**config.mk**
```make
export PLATFORM = sky130hd
export DESIGN_NAME = dhcp_option_tlv_parser
export DESIGN_NICKNAME = d
export VERILOG_FILES = /design/src/hw/rtl/dtp_pkg.sv /design/src/hw/rtl/dhcp_option_tlv_parser.sv /design/src/hw/rtl/dtp_in_stage.sv /design/src/hw/rtl/dtp_parse.sv /design/src/hw/rtl/dtp_out_stage.sv
export SDC_FILE = /design/constraint.sdc
export NUM_CORES = 1
export LEC_CHECK = 0
export ABC_AREA = 1
export BUFFER_PORTS_ARGS = -buffer_cell sky130_fd_sc_hd__buf_2
export CELL_PAD_IN_SITES_DETAIL_PLACEMENT = 1
export CELL_PAD_IN_SITES_GLOBAL_PLACEMENT = 2
export CORE_ASPECT_RATIO = 0.5
export CORE_MARGIN = 4
export CORE_UTILIZATION = 36
export CTS_CLUSTER_DIAMETER = 150
export CTS_CLUSTER_SIZE = 20
export DETAILED_ROUTE_END_ITERATION = 7
export PLACE_DENSITY = 0.85
export SLEW_MARGIN = 10
export SYNTH_ARGS = -nofsm -noshare
export SYNTH_HDL_FRONTEND = slang
export SYNTH_HIERARCHICAL = 1
export SYNTH_SLANG_ARGS = --single-unit
```
**constraint.sdc**
```tcl
create_clock -name clk -period 4.58 [get_ports clk]
set_input_delay 0.229 -clock clk [delete_from_list [all_inputs] [get_ports clk]]
set_output_delay 0.229 -clock clk [all_outputs]
set_load 0.05 [all_outputs]
```
**src/hw/rtl/dtp_pkg.sv**
```systemverilog
// Shared constants and types for the DHCP option TLV parser.
package dtp_pkg;

    localparam logic [7:0] TAG_PAD    = 8'd0;
    localparam logic [7:0] TAG_MASK   = 8'd1;
    localparam logic [7:0] TAG_ROUTER = 8'd3;
    localparam logic [7:0] TAG_LEASE  = 8'd51;
    localparam logic [7:0] TAG_TYPE   = 8'd53;
    localparam logic [7:0] TAG_SERVER = 8'd54;
    localparam logic [7:0] TAG_END    = 8'd255;

    // Number of value bytes kept per option.
    localparam logic [2:0] VALUE_KEEP = 3'd4;

    typedef struct packed {
        logic [7:0]  message_type;
        logic [31:0] server_id;
        logic [31:0] netmask;
        logic [31:0] router_address;
        logic [31:0] lease_seconds;
        logic        malformed;
        logic        end_seen;
    } result_t;

endpackage

```
**src/hw/rtl/dhcp_option_tlv_parser.sv**
```systemverilog
// Top level of the DHCP option TLV parser: byte input, per-message result output.
//
// Usage:
//   Input channel (in_valid/in_ready) carries one byte of a DHCP options area
//   per request, option_byte plus last_byte, which marks the final byte of
//   the message. Pad bytes are skipped, the end option stops parsing, and
//   message type, server id, subnet mask, router and lease time are taken
//   from their options once each option has fully arrived.
//   Output channel (out_valid/out_ready) carries one result request per
//   message, produced by the request with last_byte set.
//   Throughput: one byte per cycle while no final byte waits on a full
//   result slot. Each byte is parsed while it sits in the input register;
//   the result of its final byte is then registered in the output register.
//   The stored addresses and lease time persist across messages; message
//   type, malformed and end flags restart with every message.
//   Reset clears all parse state, stored values and the valid flags of both registers.
//   Stall: while a result waits unaccepted, non-final bytes keep flowing;
//   the next final byte holds in the input register until the slot frees.
module dhcp_option_tlv_parser (
    input  logic        clk,
    input  logic        rst_n,
    input  logic        in_valid,
    output logic        in_ready,
    input  logic [7:0]  option_byte,
    input  logic        last_byte,
    output logic        out_valid,
    input  logic        out_ready,
    output logic [7:0]  message_type,
    output logic [31:0] server_id,
    output logic [31:0] netmask,
    output logic [31:0] router_address,
    output logic [31:0] lease_seconds,
    output logic        malformed,
    output logic        end_seen
);

    logic             held_valid;
    logic [7:0]       held_byte;
    logic             held_last;
    logic             out_free;
    logic             step;
    dtp_pkg::result_t step_res;
    dtp_pkg::result_t out_res;

    // Advance the parser unless a final byte would overwrite a waiting result.
    assign step = held_valid && (!held_last || out_free);

    dtp_in_stage u_in (
        .clk         (clk),
        .rst_n       (rst_n),
        .in_valid    (in_valid),
        .in_ready    (in_ready),
        .option_byte (option_byte),
        .last_byte   (last_byte),
        .take        (step),
        .held_valid  (held_valid),
        .held_byte   (held_byte),
        .held_last   (held_last)
    );

    dtp_parse u_parse (
        .clk      (clk),
        .rst_n    (rst_n),
        .step     (step),
        .cur_byte (held_byte),
        .cur_last (held_last),
        .result   (step_res)
    );

    dtp_out_stage u_out (
        .clk       (clk),
        .rst_n     (rst_n),
        .load      (step && held_last),
        .load_res  (step_res),
        .free      (out_free),
        .out_valid (out_valid),
        .out_ready (out_ready),
        .held_res  (out_res)
    );

    assign message_type   = out_res.message_type;
    assign server_id      = out_res.server_id;
    assign netmask        = out_res.netmask;
    assign router_address = out_res.router_address;
    assign lease_seconds  = out_res.lease_seconds;
    assign malformed      = out_res.malformed;
    assign end_seen       = out_res.end_seen;

`ifndef NO_ASSERTIONS
    // A held byte that is not parsed must still be held next cycle.
    a_hold_byte: assert property (@(posedge clk) disable iff (!rst_n)
        held_valid && !step |=> held_valid)
        else $error("held byte dropped without being parsed");

    // A parsed final byte always produces a result.
    a_result_made: assert property (@(posedge clk) disable iff (!rst_n)
        step && held_last |=> out_valid)
        else $error("final byte parsed without a result");

    // Never overwrite a result the receiver has not taken.
    a_no_overwrite: assert property (@(posedge clk) disable iff (!rst_n)
        out_valid && !out_ready |-> !(step && held_last))
        else $error("waiting result overwritten");
`endif

endmodule

```
**src/hw/rtl/dtp_in_stage.sv**
```systemverilog
// Input register stage: holds one option byte request until the parser takes it.
module dtp_in_stage (
    input  logic       clk,
    input  logic       rst_n,
    input  logic       in_valid,
    output logic       in_ready,
    input  logic [7:0] option_byte,
    input  logic       last_byte,
    input  logic       take,
    output logic       held_valid,
    output logic [7:0] held_byte,
    output logic       held_last
);

    logic       vld_reg;
    logic       vld_next;
    logic [7:0] byte_reg;
    logic       last_reg;

    // Accept a new request when empty or when the held one leaves this cycle.
    assign in_ready = !vld_reg || take;

    always_comb
    begin
        vld_next = vld_reg;
        if (take)
        begin
            vld_next = 1'b0;
        end
        if (in_valid && in_ready)
        begin
            vld_next = 1'b1;
        end
    end

    always_ff @(posedge clk or negedge rst_n)
    begin
        if (!rst_n)
        begin
            vld_reg <= 1'b0;
        end
        else
        begin
            vld_reg <= vld_next;
        end
    end

    always_ff @(posedge clk)
    begin
        if (in_valid && in_ready)
        begin
            byte_reg <= option_byte;
            last_reg <= last_byte;
        end
    end

    assign held_valid = vld_reg;
    assign held_byte  = byte_reg;
    assign held_last  = last_reg;

endmodule

```
**src/hw/rtl/dtp_parse.sv**
```systemverilog
// Option parser: TLV state machine, value assembly and stored option values.
module dtp_parse (
    input  logic            clk,
    input  logic            rst_n,
    input  logic            step,
    input  logic [7:0]      cur_byte,
    input  logic            cur_last,
    output dtp_pkg::result_t result
);

    typedef enum logic [1:0] {
        PH_TAG  = 2'd0,
        PH_LEN  = 2'd1,
        PH_VAL  = 2'd2,
        PH_DONE = 2'd3
    } phase_t;

    phase_t      phase_reg,   phase_next;
    logic [7:0]  tag_reg,     tag_next;
    logic [7:0]  left_reg,    left_next;
    logic [2:0]  vidx_reg,    vidx_next;
    logic [31:0] pend_reg,    pend_next;
    logic [7:0]  type_reg,    type_next;
    logic [31:0] server_reg,  server_next;
    logic [31:0] mask_reg,    mask_next;
    logic [31:0] router_reg,  router_next;
    logic [31:0] lease_reg,   lease_next;
    logic        mal_reg,     mal_next;
    logic        end_reg,     end_next;
    logic        commit;

    always_comb
    begin
        phase_next  = phase_reg;
        tag_next    = tag_reg;
        left_next   = left_reg;
        vidx_next   = vidx_reg;
        pend_next   = pend_reg;
        type_next   = type_reg;
        server_next = server_reg;
        mask_next   = mask_reg;
        router_next = router_reg;
        lease_next  = lease_reg;
        mal_next    = mal_reg;
        end_next    = end_reg;
        commit      = 1'b0;

        unique case (phase_reg)
            PH_TAG:
            begin
                if (cur_byte == dtp_pkg::TAG_END)
                begin
                    end_next   = 1'b1;
                    phase_next = PH_DONE;
                end
                else if (cur_byte != dtp_pkg::TAG_PAD)
                begin
                    tag_next   = cur_byte;
                    phase_next = PH_LEN;
                    if (cur_last)
                    begin
                        mal_next = 1'b1;
                    end
                end
            end
            PH_LEN:
            begin
                left_next = cur_byte;
                vidx_next = 3'd0;
                pend_next = 32'd0;
                if (cur_byte == 8'd0)
                begin
                    commit     = 1'b1;
                    phase_next = PH_TAG;
                end
                else
                begin
                    phase_next = PH_VAL;
                    if (cur_last)
                    begin
                        mal_next = 1'b1;
                    end
                end
            end
            PH_VAL:
            begin
                // Keep only the first four value bytes, big-endian.
                if (vidx_reg < dtp_pkg::VALUE_KEEP)
                begin
                    pend_next = {pend_reg[23:0], cur_byte};
                    vidx_next = vidx_reg + 3'd1;
                end
                left_next = left_reg - 8'd1;
                if (left_next == 8'd0)
                begin
                    commit     = 1'b1;
                    phase_next = PH_TAG;
                end
                else if (cur_last)
                begin
                    mal_next = 1'b1;
                end
            end
            PH_DONE:
            begin
                // Ignore everything after the end option.
            end
            default:
            begin
                phase_next = PH_TAG;
            end
        endcase

        if (commit)
        begin
            if (tag_reg == dtp_pkg::TAG_TYPE)
            begin
                // The first value byte sits vidx-1 bytes above the bottom.
                case (vidx_next)
                    3'd1:    type_next = pend_next[7:0];
                    3'd2:    type_next = pend_next[15:8];
                    3'd3:    type_next = pend_next[23:16];
                    3'd4:    type_next = pend_next[31:24];
                    default: type_next = type_reg;
                endcase
            end
            else if (vidx_next >= dtp_pkg::VALUE_KEEP)
            begin
                unique case (tag_reg)
                    dtp_pkg::TAG_SERVER: server_next = pend_next;
                    dtp_pkg::TAG_MASK:   mask_next   = pend_next;
                    dtp_pkg::TAG_ROUTER: router_next = pend_next;
                    dtp_pkg::TAG_LEASE:  lease_next  = pend_next;
                    default:             server_next = server_reg;
                endcase
            end
        end
    end

    always_ff @(posedge clk or negedge rst_n)
    begin
        if (!rst_n)
        begin
            phase_reg  <= PH_TAG;
            tag_reg    <= 8'd0;
            left_reg   <= 8'd0;
            vidx_reg   <= 3'd0;
            pend_reg   <= 32'd0;
            type_reg   <= 8'd0;
            server_reg <= 32'd0;
            mask_reg   <= 32'd0;
            router_reg <= 32'd0;
            lease_reg  <= 32'd0;
            mal_reg    <= 1'b0;
            end_reg    <= 1'b0;
        end
        else if (step)
        begin
            server_reg <= server_next;
            mask_reg   <= mask_next;
            router_reg <= router_next;
            lease_reg  <= lease_next;
            if (cur_last)
            begin
                // Clear per-message state once the result goes out.
                phase_reg <= PH_TAG;
                tag_reg   <= 8'd0;
                left_reg  <= 8'd0;
                vidx_reg  <= 3'd0;
                pend_reg  <= 32'd0;
                type_reg  <= 8'd0;
                mal_reg   <= 1'b0;
                end_reg   <= 1'b0;
            end
            else
            begin
                phase_reg <= phase_next;
                tag_reg   <= tag_next;
                left_reg  <= left_next;
                vidx_reg  <= vidx_next;
                pend_reg  <= pend_next;
                type_reg  <= type_next;
                mal_reg   <= mal_next;
                end_reg   <= end_next;
            end
        end
    end

    assign result.message_type   = type_next;
    assign result.server_id      = server_next;
    assign result.netmask        = mask_next;
    assign result.router_address = router_next;
    assign result.lease_seconds  = lease_next;
    assign result.malformed      = mal_next;
    assign result.end_seen       = end_next;

endmodule

```
**src/hw/rtl/dtp_out_stage.sv**
```systemverilog
// Result register: holds one message result until the receiver takes it.
module dtp_out_stage (
    input  logic             clk,
    input  logic             rst_n,
    input  logic             load,
    input  dtp_pkg::result_t load_res,
    output logic             free,
    output logic             out_valid,
    input  logic             out_ready,
    output dtp_pkg::result_t held_res
);

    logic             vld_reg;
    logic             vld_next;
    dtp_pkg::result_t res_reg;

    // Slot is free when empty or when the held result is taken this cycle.
    assign free = !vld_reg || out_ready;

    always_comb
    begin
        vld_next = vld_reg;
        if (out_ready)
        begin
            vld_next = 1'b0;
        end
        if (load)
        begin
            vld_next = 1'b1;
        end
    end

    always_ff @(posedge clk or negedge rst_n)
    begin
        if (!rst_n)
        begin
            vld_reg <= 1'b0;
        end
        else
        begin
            vld_reg <= vld_next;
        end
    end

    always_ff @(posedge clk)
    begin
        if (load)
        begin
            res_reg <= load_res;
        end
    end

    assign out_valid = vld_reg;
    assign held_res  = res_reg;

endmodule

```
==> run_results.csv <==
group,metric,value,unit
clock_network,numCtsBuffers,20,
floorplanning,row_count,57,
clock_network,clk_pin_slew_worst_paths,90,ps
synthesis,synth_simple_gate_area_share,25.9,%
floorplanning,initial_core_util,36.8,%
route,drc,0,
synthesis,synth-compound-area-share,13.8,%
timing,finalHoldViolations,0,
timing,finClkSkew,13.8,ps
final_layout,fin_nets,2402,
outcome,outcome,"completed",
clock_network,h-tree-depth,1,
timing,totalNegativeSetupSlack,0,ps
clock_network,cts_root_buffer,"clkbuf_16",
critical_path,r2r_slack,1160,ps
final_layout,final_area,0.0199,mm²
global_routing,grt_util_all_layers,20.9,%
global_routing,grt_first_pass_wirelength,90300,µm
place,place_area,0.0192,mm²
final_layout,final_cell_mix,"1068 x nand2_1, 245 x o21ai_0, 196 x inv_1",
route,ant_nets,0,
clock_network,cts_tree,"done",
route,dr.pass1.iters,5,
route,vias,15500,
pwr,p_per_area,490,mW/mm²
timing,setup_viol,0,
timing,slew_violations,0,
route,via_per_inst,5.08,
route,totalWireLength,57100,µm
route,routedWlPerCell,18.7,µm
timing,fmax,0.292,GHz
synthesis,synth_async_sr_flop_share,56.8,%
synthesis,synthFlopType,"dfrtp_1",
final_layout,area_growth,10.1,%
critical_path,endpoint_kind,"register",
critical_path,r2r_end,"u_out/held_res[134]$_DFFE_PP_",
critical_path,crit_end,"u_out/held_res[134]$_DFFE_PP_",
global_routing,overflow,0,
synthesis,synth_top_family_by_area,"simple AND/OR/NAND/NOR gates",
critical_path,critPathMaxStageDelay,610,ps
timing,slew_headroom,23.1,%
final_layout,fin_cells,3047,
global_routing,grt_pass1_vias,15600,
place,gp_congestion,0.793,
critical_path,cp_num_buf_inv,2,
pwr,ir_drop,0.291,mV
pwr,fin_total_pwr,0.00974,W
critical_path,start_kind,"register",
place,pre_cts_ws,1220,ps
critical_path,critPathArrivalTime,3840,ps
timing,fin_crit_sh,74.7,%
synthesis,synth.avg_cell_area,7.82,µm²
pwr,power.internal,0.00514,W
timing,fin_ws,1160,ps
pwr,pwr-share-clk,19.8,%
critical_path,crit_top_cell,"nand2_1",
synthesis,ys_seq_area_share,51.2,%
place,dp.cells,2997,
place,dp_hpwl,35400,µm
critical_path,slowest_stage,"nor2_1",
synthesis,synth_mux_area_share,0,%
pwr,swShare,47.2,%
clock_network,cts_setup_buffers,0,
final_layout,final_common_cell,"nand2_1",
timing,timing.final.crit_period,3420,ps
final_layout,nFillCells,6009,
synthesis,synth-seq-cells,340,
floorplanning,dieArea,0.0540,mm²
critical_path,critPathTopFamily,"simple AND/OR/NAND/NOR gates",
global_routing,grt_max_degree,169,
pwr,p_switching,0.00460,W
flow_run,max-cap-violations,0,
clock_network,cts_sinks,340,
global_routing,antenna_found_initial,5,
route,dr.first_iter.drc_count,1121,
floorplanning,io_pins,153,
pwr,power_frac_comb,43.0,%
critical_path,crit_start,"u_parse/phase_reg[1]$_DFFE_PN0P_",
final_layout,largest_reg_flops,138,
pwr,seqPwrFrac,37.1,%
floorplanning,die_x,325,µm
synthesis,synth_warnings,6,
place,port_buffers,152,
synthesis,post_synth_num_cell_types,35,
critical_path,critPathRequiredTime,5000,ps
synthesis,syn_inst,2309,
critical_path,reg2reg_depth,12,
clock_network,clk_latency,550,ps
pwr,leakage,9.03,nW
clock_network,clockBufferDepth,3,
synthesis,syn_nets,2329,
synthesis,synth_edf_count,147,
timing,tightest_slew,1150,ps
synthesis,synth_xor_area_share,0.0485,%
synthesis,synth_fa_ha_area_share,0.485,%
synthesis,synth_area,0.0181,mm²
timing,rsz0062_at_grt,"false",
critical_path,path_depth,12,
floorplanning,core,0.0491,mm²
final_layout,drive_gt1_share,13.0,%
floorplanning,die_y,166,µm
critical_path,worstPathMaxFanout,32,
critical_path,path_cells,"inv_1 -> ha_1 -> nand2_2 -> nand2_1 -> nand3_1 -> nor2_1 -> nand2_1 -> o21ai_0 -> nor2_1 -> nand3_1 -> nand2_1 -> inv_1",
worst_hold_path,hold_path_class,"primary input to asynchronous set/reset pin",
critical_path,crit_type,"register to register",
critical_path,r2r-start,"u_parse/phase_reg[1]$_DFFE_PN0P_",
[metal layers]
layer	vias up	routed length, µm	track usage [%]	part of all wire (%)
met3	50	2260	2.54	4.0
met4	0	1030	3.64	1.8
met5	-	0	0	0
met1	7706	27000	29.0	47
li1	7504	-	-	-
met2	229	26800	35.8	47
[power groups by stage]
stage	registers, W	logic, W	clock network (W)
finish	0.00362	0.00419	0.00193
global route	0.00365	0.00449	0.00213
CTS	0.00362	0.00416	0.00200
detailed placement	0.00369	0.00413	0
global placement	0.00368	0.00411	0
floorplan	0.00393	0.00210	0
[area by class of cell]
| class | count | area [µm²] | area share [%] |
|---|---|---|---|
| sequential | 340 | 9240 | 46.5 |
| tap | 649 | 812 | 4.08 |
| multi-input combinational | 1629 | 7310 | 36.8 |
| timing repair buffer | 188 | 1160 | 5.82 |
| clock buffer | 35 | 578 | 2.91 |
| inverter | 203 | 774 | 3.90 |
| antenna | 3 | 7.51 | 0.0378 |
[logic make-up (layout without fill, tap and decap cells)]
family	after synthesis	count (layout)
AOI/OAI and AO/OA	408	408
buffers and inverters	340	426
and+or+nand+nor	1213	1213
DFF	340	340
other	0	3
adders and majority gates	7	7
xor gates and xnor gates	1	1
[per-stage QoR]
step	hold WS, ps	util, %
finish	342	40.5
global route	378	40.5
CTS	355	40.5
detailed placement	393	39.1
global placement	393	39.1
floorplan	-66.6	-
[synth_stat cells (all sizes together) (12+ instances only)]
cell type / number / area (µm²)
nand3: 49 / 260
buf: 59 / 483
inv: 202 / 758
edfxtp: 147 / 4410
o22ai: 35 / 219
nand2: 1077 / 4070
dfrtp: 193 / 4830
o21ai: 339 / 2040
nor2: 76 / 290
a21oi: 12 / 75.1
o211ai: 14 / 105
clkbuf: 78 / 293
[how the worst min path moves through the flow]
stage	cells after the start	end	start	slack [ps]
after floorplan	0	u_in/held_valid$_DFFE_PN0P_	rst_n	-70
after global placement	1	u_parse/router_reg[26]$_DFFE_PN0P_	rst_n	390
after detailed placement	1	u_parse/router_reg[25]$_DFFE_PN0P_	rst_n	390
after CTS	2	u_parse/router_reg[25]$_DFFE_PN0P_	rst_n	360
after global routing	2	u_in/held_byte[4]$_DFFE_PP_	option_byte[4]	380
final	2	u_parse/router_reg[26]$_DFFE_PN0P_	rst_n	340
[timing repair]
item	4_1_cts	5_1_grt
resized for setup	0	0
endpoints found under the hold margin	101	0
hold buffers	12	0
(Power assumes the default switching activity.)
